<file path="src/rtl/core/label_interior_pixel_classifier_defines.svh">
// Assertion macros for the label interior pixel classifier.
// Included by the top level to check its own logic; depends on nothing.
`ifndef LABEL_INTERIOR_PIXEL_CLASSIFIER_DEFINES_SVH
`define LABEL_INTERIOR_PIXEL_CLASSIFIER_DEFINES_SVH

`ifndef SYNTHESIS
// Same-cycle implication, checked outside reset.
`define LIPC_ASSERT_NOW(name, clk, rst, ante, cons, msg) \
   name: assert property (@(posedge clk) disable iff (rst) (ante) |-> (cons)) \
      else $error(msg);
// Next-cycle implication, checked outside reset.
`define LIPC_ASSERT_NEXT(name, clk, rst, ante, cons, msg) \
   name: assert property (@(posedge clk) disable iff (rst) (ante) |=> (cons)) \
      else $error(msg);
`else
`define LIPC_ASSERT_NOW(name, clk, rst, ante, cons, msg)
`define LIPC_ASSERT_NEXT(name, clk, rst, ante, cons, msg)
`endif

`endif

</file>
<file path="src/rtl/core/lipc_pkg.sv">
// Shared types and constants for the label interior pixel classifier.
// Used by the sequencer, top level and testbench; depends on nothing.
package lipc_pkg;

   // Label plane geometry; an entry is addressed row * MAX_WIDTH + col.
   localparam int MAX_WIDTH  = 256;
   localparam int MAX_HEIGHT = 256;
   localparam int MAX_MARGIN = 7;
   localparam int COORD_W    = 8;
   localparam int SIZE_W     = 9;
   localparam int MARGIN_W   = 3;
   localparam int LABEL_W    = 2;
   localparam int CLASS_W    = 2;
   localparam int INDEX_W    = 2;
   localparam int ADDR_W     = 2 * COORD_W;
   localparam int DEPTH      = MAX_WIDTH * MAX_HEIGHT;
   // Window counter runs 0 .. 2 * MAX_MARGIN.
   localparam int SPAN_W     = MARGIN_W + 1;
   // Signed window coordinate: covers -MAX_MARGIN .. 255 + MAX_MARGIN.
   localparam int SCOORD_W   = COORD_W + 3;

   // Label codes as stored.
   localparam logic [LABEL_W-1:0] LABEL_ZERO = 2'd0;
   localparam logic [LABEL_W-1:0] LABEL_ONE  = 2'd1;

   // Request actions.
   typedef enum logic {
      ACTION_WRITE    = 1'b0,
      ACTION_CLASSIFY = 1'b1
   } action_type;

   // Result classes.
   typedef enum logic [CLASS_W-1:0] {
      CLASS_SKIPPED  = 2'd0,
      CLASS_POSITIVE = 2'd1,
      CLASS_NEGATIVE = 2'd2,
      CLASS_REJECTED = 2'd3
   } pixel_class_type;

   // Configuration register indexes.
   typedef enum logic [INDEX_W-1:0] {
      REG_PLANE_WIDTH     = 2'd0,
      REG_PLANE_HEIGHT    = 2'd1,
      REG_POSITIVE_MARGIN = 2'd2,
      REG_NEGATIVE_MARGIN = 2'd3
   } reg_index_type;

   // Scan sequencer states.
   typedef enum logic [2:0] {
      ST_IDLE,
      ST_LOOKUP,
      ST_DECIDE,
      ST_SCAN,
      ST_RESULT
   } scan_state_type;

   // Active configuration; sizes are kept as the last valid index.
   typedef struct packed {
      logic [COORD_W-1:0]  width_m1;
      logic [COORD_W-1:0]  height_m1;
      logic [MARGIN_W-1:0] margin_one;
      logic [MARGIN_W-1:0] margin_zero;
   } cfg_type;

   // Query handed from the top level to the sequencer.
   typedef struct packed {
      logic [COORD_W-1:0] row;
      logic [COORD_W-1:0] col;
      logic               care;
   } query_type;

   // Read request from the sequencer to the label memory.
   typedef struct packed {
      logic              en;
      logic [ADDR_W-1:0] addr;
   } mem_rd_type;

   // Sequencer status back to the top level.
   typedef struct packed {
      logic            busy;
      logic            done;
      pixel_class_type pixel_class;
   } scan_status_type;

endpackage

</file>
<file path="src/rtl/core/lipc_scan.sv">
// Window scan sequencer: reads the center label, then checks the clamped
// window one label per cycle to the first mismatch. Depends on lipc_pkg.
module lipc_scan (
   input  logic                     clock,
   input  logic                     reset,
   input  lipc_pkg::cfg_type        cfg,
   input  logic                     start,
   input  lipc_pkg::query_type      query,
   input  logic                     ack,
   input  logic [lipc_pkg::LABEL_W-1:0] rd_data,
   output lipc_pkg::mem_rd_type     mem_rd,
   output lipc_pkg::scan_status_type status
);

   import lipc_pkg::*;

   scan_state_type      state_ff, state_in;
   logic [COORD_W-1:0]  row_ff, row_in;
   logic [COORD_W-1:0]  col_ff, col_in;
   logic                want_one_ff, want_one_in;
   logic [MARGIN_W-1:0] radius_ff, radius_in;
   logic [SPAN_W-1:0]   i_ff, i_in;
   logic [SPAN_W-1:0]   j_ff, j_in;
   logic                issued_ff, issued_in;
   logic                cmp_valid_ff, cmp_valid_in;
   logic                cmp_last_ff, cmp_last_in;
   pixel_class_type     class_ff, class_in;

   logic                skip;
   logic [SPAN_W-1:0]   span_end;
   logic [LABEL_W-1:0]  want_code;
   logic                mismatch;
   logic signed [SCOORD_W-1:0] row_raw;
   logic signed [SCOORD_W-1:0] col_raw;
   logic [COORD_W-1:0]  row_clamp;
   logic [COORD_W-1:0]  col_clamp;

   // A query without care or outside the plane in use is skipped at once.
   assign skip = !query.care || (query.row > cfg.height_m1) || (query.col > cfg.width_m1);

   assign span_end  = {radius_ff, 1'b0};
   assign want_code = want_one_ff ? LABEL_ONE : LABEL_ZERO;
   assign mismatch  = cmp_valid_ff && (rd_data != want_code);

   // Window coordinates, clamped to the plane edges.
   assign row_raw = $signed({3'b000, row_ff}) + $signed({{(SCOORD_W-SPAN_W){1'b0}}, i_ff})
                  - $signed({{(SCOORD_W-MARGIN_W){1'b0}}, radius_ff});
   assign col_raw = $signed({3'b000, col_ff}) + $signed({{(SCOORD_W-SPAN_W){1'b0}}, j_ff})
                  - $signed({{(SCOORD_W-MARGIN_W){1'b0}}, radius_ff});

   always_comb begin
      priority if (row_raw < 0) begin
         row_clamp = '0;
      end else if (row_raw > $signed({3'b000, cfg.height_m1})) begin
         row_clamp = cfg.height_m1;
      end else begin
         row_clamp = row_raw[COORD_W-1:0];
      end
      priority if (col_raw < 0) begin
         col_clamp = '0;
      end else if (col_raw > $signed({3'b000, cfg.width_m1})) begin
         col_clamp = cfg.width_m1;
      end else begin
         col_clamp = col_raw[COORD_W-1:0];
      end
   end

   // Next state.
   always_comb begin
      state_in = state_ff;
      unique case (state_ff)
         ST_IDLE: begin
            if (start) begin
               state_in = skip ? ST_RESULT : ST_LOOKUP;
            end
         end
         ST_LOOKUP: state_in = ST_DECIDE;
         ST_DECIDE: state_in = ST_SCAN;
         ST_SCAN: begin
            if (mismatch || (cmp_valid_ff && cmp_last_ff)) begin
               state_in = ST_RESULT;
            end
         end
         ST_RESULT: begin
            if (ack) begin
               state_in = ST_IDLE;
            end
         end
         default: state_in = ST_IDLE;
      endcase
   end

   // Outputs and datapath.
   always_comb begin
      row_in       = row_ff;
      col_in       = col_ff;
      want_one_in  = want_one_ff;
      radius_in    = radius_ff;
      i_in         = i_ff;
      j_in         = j_ff;
      issued_in    = issued_ff;
      cmp_valid_in = 1'b0;
      cmp_last_in  = 1'b0;
      class_in     = class_ff;
      mem_rd.en    = 1'b0;
      mem_rd.addr  = {row_ff, col_ff};
      unique case (state_ff)
         ST_IDLE: begin
            if (start) begin
               row_in   = query.row;
               col_in   = query.col;
               class_in = CLASS_SKIPPED;
            end
         end
         ST_LOOKUP: begin
            // Center label decides which window test applies.
            mem_rd.en = 1'b1;
         end
         ST_DECIDE: begin
            want_one_in = (rd_data != LABEL_ZERO);
            radius_in   = (rd_data != LABEL_ZERO) ? cfg.margin_one : cfg.margin_zero;
            i_in        = '0;
            j_in        = '0;
            issued_in   = 1'b0;
         end
         ST_SCAN: begin
            // One window read per cycle, row by row.
            if (!issued_ff) begin
               mem_rd.en    = 1'b1;
               mem_rd.addr  = {row_clamp, col_clamp};
               cmp_valid_in = 1'b1;
               cmp_last_in  = (i_ff == span_end) && (j_ff == span_end);
               if (j_ff == span_end) begin
                  j_in = '0;
                  if (i_ff == span_end) begin
                     issued_in = 1'b1;
                  end else begin
                     i_in = i_ff + 1'b1;
                  end
               end else begin
                  j_in = j_ff + 1'b1;
               end
            end
            // Compare the label read in the previous cycle.
            if (mismatch) begin
               class_in = CLASS_REJECTED;
            end else if (cmp_valid_ff && cmp_last_ff) begin
               class_in = want_one_ff ? CLASS_POSITIVE : CLASS_NEGATIVE;
            end
         end
         ST_RESULT: begin
         end
         default: begin
         end
      endcase
   end

   always_ff @(posedge clock) begin
      if (reset) begin
         state_ff     <= ST_IDLE;
         cmp_valid_ff <= 1'b0;
      end else begin
         state_ff     <= state_in;
         cmp_valid_ff <= cmp_valid_in;
      end
   end

   always_ff @(posedge clock) begin
      row_ff      <= row_in;
      col_ff      <= col_in;
      want_one_ff <= want_one_in;
      radius_ff   <= radius_in;
      i_ff        <= i_in;
      j_ff        <= j_in;
      issued_ff   <= issued_in;
      cmp_last_ff <= cmp_last_in;
      class_ff    <= class_in;
   end

   assign status.busy        = (state_ff != ST_IDLE);
   assign status.done        = (state_ff == ST_RESULT);
   assign status.pixel_class = class_ff;

endmodule

</file>
<file path="config.mk">
export PLATFORM = sky130hd
export DESIGN_NAME = lipc_scan
export DESIGN_NICKNAME = d
export VERILOG_FILES = /design/src/rtl/core/label_interior_pixel_classifier_defines.svh /design/src/rtl/core/lipc_pkg.sv /design/src/rtl/core/lipc_scan.sv
export SDC_FILE = /design/constraint.sdc
export NUM_CORES = 1
export LEC_CHECK = 0
export ABC_AREA = 1
export BUFFER_PORTS_ARGS = -buffer_cell sky130_fd_sc_hd__buf_2
export CAP_MARGIN = 10
export CELL_PAD_IN_SITES_DETAIL_PLACEMENT = 1
export CELL_PAD_IN_SITES_GLOBAL_PLACEMENT = 1
export CORE_ASPECT_RATIO = 1.5
export CORE_MARGIN = 2
export CORE_UTILIZATION = 38
export DETAILED_ROUTE_END_ITERATION = 10
export HOLD_SLACK_MARGIN = 0.05
export PLACE_DENSITY_LB_ADDON = 0.05
export SKIP_CTS_REPAIR_TIMING = 1
export SLEW_MARGIN = 20
export SYNTH_ARGS = -nofsm -noshare
export SYNTH_HDL_FRONTEND = slang
export SYNTH_SLANG_ARGS = --single-unit
</file>
<file path="constraint.sdc">
create_clock -name clock -period 3.9 [get_ports clock]
set_clock_uncertainty 0.2 [all_clocks]
set_input_delay 0.585 -clock clock [delete_from_list [all_inputs] [get_ports clock]]
set_output_delay 0.585 -clock clock [all_outputs]
set_load 0.02 [all_outputs]
</file>
## After elaboration in Yosys (flattened, before gate mapping)

Index checks and enable logic that the tools add are counted.

| operators by class | value |
|---|---|
| $add $sub $neg | 6 |
| order comparisons | 6 |
| eq/ne operators | 14 |
| muxes and demuxes | 31 |
| bitwise operators | 1 |
| reduce and logical (&&, ||, !) cells | 19 |

Operators by type and width:

| cell | number |
|---|---|
| two-way mux 8 bit | 4 |
| greater-than comparator 10 x 9 -> 1 bit | 2 |
| < comparator 10 x 1 -> 1 bit (second input constant) | 2 |
| two-way mux 4 bit | 5 |
| subtractor 9 x 3 -> 10 bit | 2 |
| adder 8 x 4 -> 9 bit | 2 |
| two-way mux 17 bit | 1 |
| greater-than comparator 8 bit | 2 |
| two-way mux 16 bit | 1 |
| case mux 4 bit (2 select lines) | 2 |
| two-way mux 3 bit | 5 |
| case mux 3 bit (5 select lines) | 1 |
| inequality test 2 bit (second input constant) | 6 |
| adder 4 x 1 -> 4 bit (second input constant) | 2 |
| equality test 4 bit | 2 |
| two-way mux 2 bit | 4 |
| equality test 3 x 2 -> 1 bit (second input constant) | 2 |
| AND reduction 3 bit | 2 |
| nonzero test 2 bit | 3 |
| two-way mux 1 bit | 5 |
| case mux 1 bit (2 select lines) | 2 |
| case mux 2 bit (2 select lines) | 1 |
| AND reduction 2 bit | 2 |
| AND reduction 4 bit | 1 |
| 11 further kinds | 16 |

| word-level totals | value |
|---|---|
| bits in registers | 36 |
| input port bits | 45 |
| logic and storage cells | 88 |

## Logic depth before layout (Yosys ltp)

Gate-level depths: netlist (run 1).

| depth | value |
|---|---|
| depth in word-level cells | 7 |
| gate-level depth with buffers | 23 |
| gate-level depth less buffers | 23 |

## Worst setup path before layout (run 1)

No wires, ideal clock.

| path | value |
|---|---|
| path type | reg2out |
| from | register radius_ff[2] |
| to | output mem_rd[6] (netlist bit) |
| arrival | 3.307 ns |
| path slack | -0.192 ns |
| cell stages (with the launch flop) | 23 |
| cells stage by stage | edfxtp_1 -> fa_1 -> inv_1 -> ha_1 -> nand2_1 -> a21oi_1 -> or2_4 -> a21oi_2 -> xor2_1 -> inv_1 -> ha_1 -> nand2_1 -> nor2_1 -> o21ai_1 -> nand3_1 -> nand2_1 -> nand2_1 -> nand2_2 -> nand2_8 -> nand2_4 -> nand2_1 -> nand3_1 -> nand2_1 |

RTL lines:

| item | RTL line | RTL |
|---|---|---|
| start: declaration | lipc_scan.sv:21 | `logic [MARGIN_W-1:0] radius_ff, radius_in;` |
| start signal: assignment | lipc_scan.sv:172 | `radius_ff <= radius_in;` |
| end: declaration | lipc_scan.sv:11 | `output lipc_pkg::mem_rd_type mem_rd,` |

==> results of run 1 <==
power by group:
part	switching, uW	leakage (uW)	internal [uW]
logic	704	0.00224	521
clock network	175	0.0000736	236
registers	23.6	0.000333	460
total	903	0.00264	1220
cell usage after synthesis:
library cell,count,share of area [%]
nand3_4,1,0.46
o21ai_0,4,0.52
edfxtp_1,31,24
nand3_1,36,4.7
inv_1,95,9.3
nand2_2,8,1.3
o21ai_1,6,0.78
o211ai_2,1,0.33
a21boi_0,1,0.20
nand2_1,115,11
ha_1,58,19
a31oi_1,1,0.16
inv_4,1,0.16
nand3_2,2,0.52
inv_6,1,0.23
inv_2,4,0.39
nand2_8,1,0.52
o21ai_2,12,2.7
clkinv_2,1,0.13
o21bai_1,3,0.59
nor4_1,1,0.16
nor2_1,28,2.7
xor2_1,17,3.9
fa_1,6,3.1
nand3b_1,1,0.20
buf_2,2,0.26
xnor2_1,2,0.46
or2_1,1,0.16
dfxtp_1,5,2.6
nand2_4,4,1.2
nor2_4,2,0.59
a21o_1,2,0.39
a21oi_2,1,0.23
o21a_1,1,0.20
nor3_1,1,0.13
or2_4,1,0.23
a21oi_1,33,4.3
nand4_1,8,1.3
nor2_2,1,0.16
state kept, by name, indices dropped and copies added (netlist names):
name / flops
cmp_last_ff: 1
radius_ff: 3
i_ff: 4
row_ff: 8
class_ff: 2
state_ff: 3
cmp_valid_ff: 1
col_ff: 8
j_ff: 4
want_one_ff: 1
issued_ff: 1
metal layers:
metal	track usage, %	vias to the layer above	part of all wire (%)
met5	0	-	0
met4	10.7	0	4.3
met3	2.34	25	2.1
met2	41.3	58	56
met1	22.2	1769	38
li1	-	1837	-
worst paths after layout:
kind	end	depth (start not counted)	slack, ps	from
max reg2reg	i_ff[1]	8	1590	radius_ff[2]
min reg2reg	class_ff[1]	1	370	want_one_ff
max	mem_rd[8]	21	-570	radius_ff[2]
min	row_ff[4]	1	280	query[13]
per-stage QoR:
stage | power, uW | cell area [sq um] | util [%] | TNS [ps]
after CTS | 1960 | 4740 | 48.7 | -10510
after floorplan | 1180 | 3880 | - | 0
after detailed placement | 1530 | 4600 | 47.2 | -5150
after global routing | 2280 | 5040 | 51.7 | -12170
after global placement | 1500 | 4600 | 47.2 | -4160
final | 2120 | 5040 | 51.7 | -8770
placed cells by master (no fill, tap or decap), types with 6 or more instances in the layout:
| cell type | synthesis | routed |
|---|---|---|
| nand4_1 | 8 | 8 |
| nand2_1 | 115 | 97 |
| a21oi_1 | 33 | 27 |
| inv_2 | 4 | 6 |
| edfxtp_1 | 31 | 31 |
| inv_1 | 95 | 93 |
| nand2_4 | 4 | 6 |
| fa_1 | 6 | 6 |
| nand3_1 | 36 | 31 |
| o21ai_2 | 12 | 12 |
| buf_2 | 2 | 50 |
| buf_4 | 0 | 47 |
| xor2_1 | 17 | 13 |
| nand3_2 | 2 | 7 |
| ha_1 | 58 | 55 |
| buf_6 | 0 | 8 |
| nor2_1 | 28 | 26 |
| nand2_2 | 8 | 24 |
cells by family (layout without fill, tap and decap cells):
kind of cell	count (synthesis)	after routing	share of synthesized area [%]
simple gates	211	211	25.7
buf+inv	104	217	10.5
compound gates	65	65	10.5
fa+ha+maj	64	64	22.1
flops	36	36	26.9
xor+xnor	19	19	4.35
layout make-up:
type	instances	area, sq um	area share, %
repair buffers	107	733	14.5
flip-flops and latches	36	1030	20.4
clock inverters	3	18.8	0.372
well taps	115	144	2.85
clock buffers	5	125	2.48
inverters	102	392	7.77
multi-input cells	359	2600	51.5
==> metrics.txt, run 1 <==
Die Ht between 100 and 150 microns; drt initial violations 46; ANT cells 0; # nets final 720; Placed Cells 712; Port Buffers 65; PwrDens approximately 420 nW/um^2; register area share after synthesis a little over a quarter; GRT Total Usage 21.4%; cts bufs inserted 5; Worst Setup Path Type reg2out; headroom to the max-slew limit 62.9%; latest clock arrival within the worst-skew pair 290 ps; first-pass GRT wire length between 15,000 and 20,000 microns; unrepaired setup endpoints after global routing yes; largest net degree at the start of global routing 21; Mapped Nets about 600; drt via density around 5.1; fin crit period 4470 ps; status complete, but fails checks; Post-DRT Antenna Nets 0; pre-CTS setup slack -361 ps; Fill cells roughly 1.2k; Hold Path Class in2reg; initial core utilization just under 40%; vias in the first global route a little over 4k; worst vdd ir 0.000188 V; CP Capture Type output port; Slew Viols, Final 0; Sink Count 36; Max stage delay on crit path 470 ps; violated checks setup timing; FMAX between 200 and 250 MHz; Non-Filler Instances 727; Post-DP HPWL between 9000 and 10,000 microns; Netlist cell types 39; # setup viols final 16; Critical Path RT around 3100 ps; final count of hold timing violations 0; synthesis-to-finish area growth 31.7%; die area 10,900 sq um; antenna violations before repair 0; hold slack final roughly 280 ps; fin worst setup slack -573 ps; mapped cell area 3830 sq um; GR Overflow Total 0; iteration count of the initial detailed-routing pass 4; Buffers & Inverters on Critical Path 5; CTS root buffer clkbuf_16; Worst EP arrival ~3700 ps; CP top delay family adder cells; LEAKAGE about 0.0026 uW; total I/O pin count 66; CTS H-Tree Depth 2; Detailed Route WL approximately 11,000 microns; # DRC 0; routed len/inst roughly 16 microns; Die W between 80 and 90 microns; Rows between 40 and 50; Final Wtd Congestion a little under 0.9; Core ar. between 9000 and 10,000 sq um; Setup crit start kind register; CTS tree yes; clk buf depth 2; clock slew at reported path FFs around 60 ps; period utilization 115%; share of layout cells above drive strength 1 about 32%; synthesized area per cell between 7 and 8 sq um; Yosys warnings 0; Seq cells post-synth 36; critical-path cell list buf_4, fa_1, inv_1, ha_4, or2_4, nand2_2, buf_4, xor2_2, ha_1, nand2_1, nor2_2, o21ai_1, nand3_1, nand2_1, nand2_1, nand2_2, nand2_4, buf_12, o21ai_2, o21ai_2, buf_4; via count about 3.7k; Crit-path slowest cell fa_1; Mapped Cells 499; max_cap viols 0; peak fanout along the critical path 7; Worst-Margin Slew 550 ps
Power figures use the tool's default switching activity.
==> inputs of run 2 (changes only) <==
--- a/config.mk
+++ b/config.mk
@@ -15,7 +15,7 @@
 export CORE_UTILIZATION = 38
 export DETAILED_ROUTE_END_ITERATION = 10
 export HOLD_SLACK_MARGIN = 0.05
-export PLACE_DENSITY_LB_ADDON = 0.05
+export PLACE_DENSITY = 0.82
 export SKIP_CTS_REPAIR_TIMING = 1
 export SLEW_MARGIN = 20
 export SYNTH_ARGS = -nofsm -noshare
==> run 2 against run 1 <==
  * The flow still finishes with violations (setup timing)
  * Count of clock-buffer cells in the layout is 1 higher
  * Maximum frequency shrank 1.3%
  * Die area stayed put
  * Final cell count up 0.83%
  * Routed wire length is 20% higher
  * Power up 9.8%
  * Combinational power up 15%
  * Non-clock buffer count up 5
  * Setup slack worse by 60 ps
  * Sequential power grew 0.8%
  * Critical endpoint is now mem_rd[1]
  * Highest routed layer unchanged
==> metrics.txt, run 2 (synthesized netlist as in run 1, its figures left out) <==
status complete, but fails checks; violated checks setup timing; Die Ht 127 microns; worst r2r src radius_ff[2]; routed len/inst about 18 microns; final count of hold timing violations 0; initial core utilization 39.3%; Crit path depth 20; critical-path cell list inv_2, fa_1, inv_2, ha_4, buf_4, nand3_1, nand3_1, nand4_1, nand2_1, xor2_2, inv_1, ha_1, a21oi_1, nand2_2, nand2_4, nand2_8, buf_12, o21ai_2, o21ai_2, buf_4; Die W 85.9 microns; CTS H-Tree Depth 2; clock slew at reported path FFs approximately 70 ps; Final Wtd Congestion roughly 0.86; first-pass GRT wire length 19,200 microns; Worst setup startpoint j_ff[2]; hold slack final between 200 and 300 ps; Port Buffers 65; CP top delay family adder cells; Register-to-Register Setup Slack about 1400 ps; antenna violations before repair 0; Slew Viols, Final 0; LEAKAGE about 0.0027 uW; Buffers & Inverters on Critical Path 6; worst vdd ir around 0.00022 V; GR Overflow Total 0; CTS tree yes; biggest regs col_ff (8), row_ff (8); Worst EP arrival approximately 3800 ps; period utilization 116%; # DRC 0; latest clock arrival within the worst-skew pair 310 ps; # setup viols final 16; Crit-path slowest cell fa_1; Hold Path Class in2reg; Detailed Route WL about 14,000 microns; fin worst setup slack -633 ps; most frequent cells in the layout nand2_1, inv_1, ha_1, buf_2, buf_4; Worst-Margin Slew 639 ps; vias in the first global route ~4.2k; FF-to-FF End i_ff[2]; PwrDens about 440 nW/um^2; via count 3,882; # nets final about 730; total I/O pin count 66; share of layout cells above drive strength 1 between 30 and 40%; commonest non-fill, non-tap cell in the layout nand2_1; Max stage delay on crit path about 550 ps; CP Capture Point mem_rd[1]; Worst Setup Path Type reg2out; clk buf depth 2; headroom to the max-slew limit between 50% and 60%; iteration count of the initial detailed-routing pass 4; final core utilization about 54%; Rows between 40 and 50; peak fanout along the critical path 7; CTS root buffer clkbuf_16; largest net degree at the start of global routing 21; drt initial violations 122; ANT cells 0; Post-DRT Antenna Nets 0; max_cap viols 0; drt via density 5.30; reg2reg path depth 8; cts bufs inserted 5; Post-DP HPWL slightly below 10,000 microns; synthesis-to-finish area growth 38.1%; Critical Path RT 3120 ps; fin crit period 4530 ps; unrepaired setup endpoints after global routing yes; GRT Total Usage 22.3%; die area about 11,000 sq um; CP Capture Type output port; Setup crit start kind register; Sink Count 36; FMAX between 200 and 250 MHz; Core ar. roughly 9700 sq um
[run 2: worst register-to-register path, cell delays in order, from the launching register on]
cell and delay (ps):
edfxtp_1 440, buf_4 170, buf_4 130, xor2_1 140, nor2_1 120, nand4_1 180, inv_1 150, nand3_1 90
o21ai_0 520
[run 2: through the flow]
step                      cell area [sq um]  setup TNS [ps]  setup slack (ps)  total power, uW  instances
final                                  5290           -9370              -633             2330        733
after global routing                   5290          -11850              -836             2460        733
after CTS                              4750          -10830              -712             1980        720
after detailed placement               4610           -5050              -390             1560        712
after global placement                 4610           -2940              -239             1500        712
after floorplan                        3880               0              8.63             1180        499
[run 2: report_power, final]
part           internal, uW  total, uW  leakage (uW)  switching [uW]
logic                   596       1420       0.00228             828
registers               460        487      0.000333            27.2
clock network           236        417     0.0000645             181
[run 2: worst min path at each step]
stage                startpoint           to  slack [ps]  depth (start not counted)
floorplan           state_ff[0]  state_ff[1]         330                          2
global placement    state_ff[0]  state_ff[1]         370                          2
detailed placement  state_ff[0]  state_ff[1]         380                          2
CTS                   query[13]    row_ff[4]         280                          1
global route          query[14]    row_ff[5]         280                          1
finish                query[13]    row_ff[4]         270                          1
[run 2: routing by layer]
layer	routed length (microns)	global-route usage, %
met1	4810	20.9
met2	7810	45.3
met3	350	2.28
met4	579	11.5
met5	0	0
[run 2: area by class of cell]
class / instances / area [sq um]
timing repair buffer: 112 / 807
clock inverter: 2 / 11.3
inverter: 102 / 392
sequential: 36 / 1030
tap: 115 / 144
fill: 1190 / 4460
clock buffer: 6 / 129
multi-input combinational: 360 / 2770
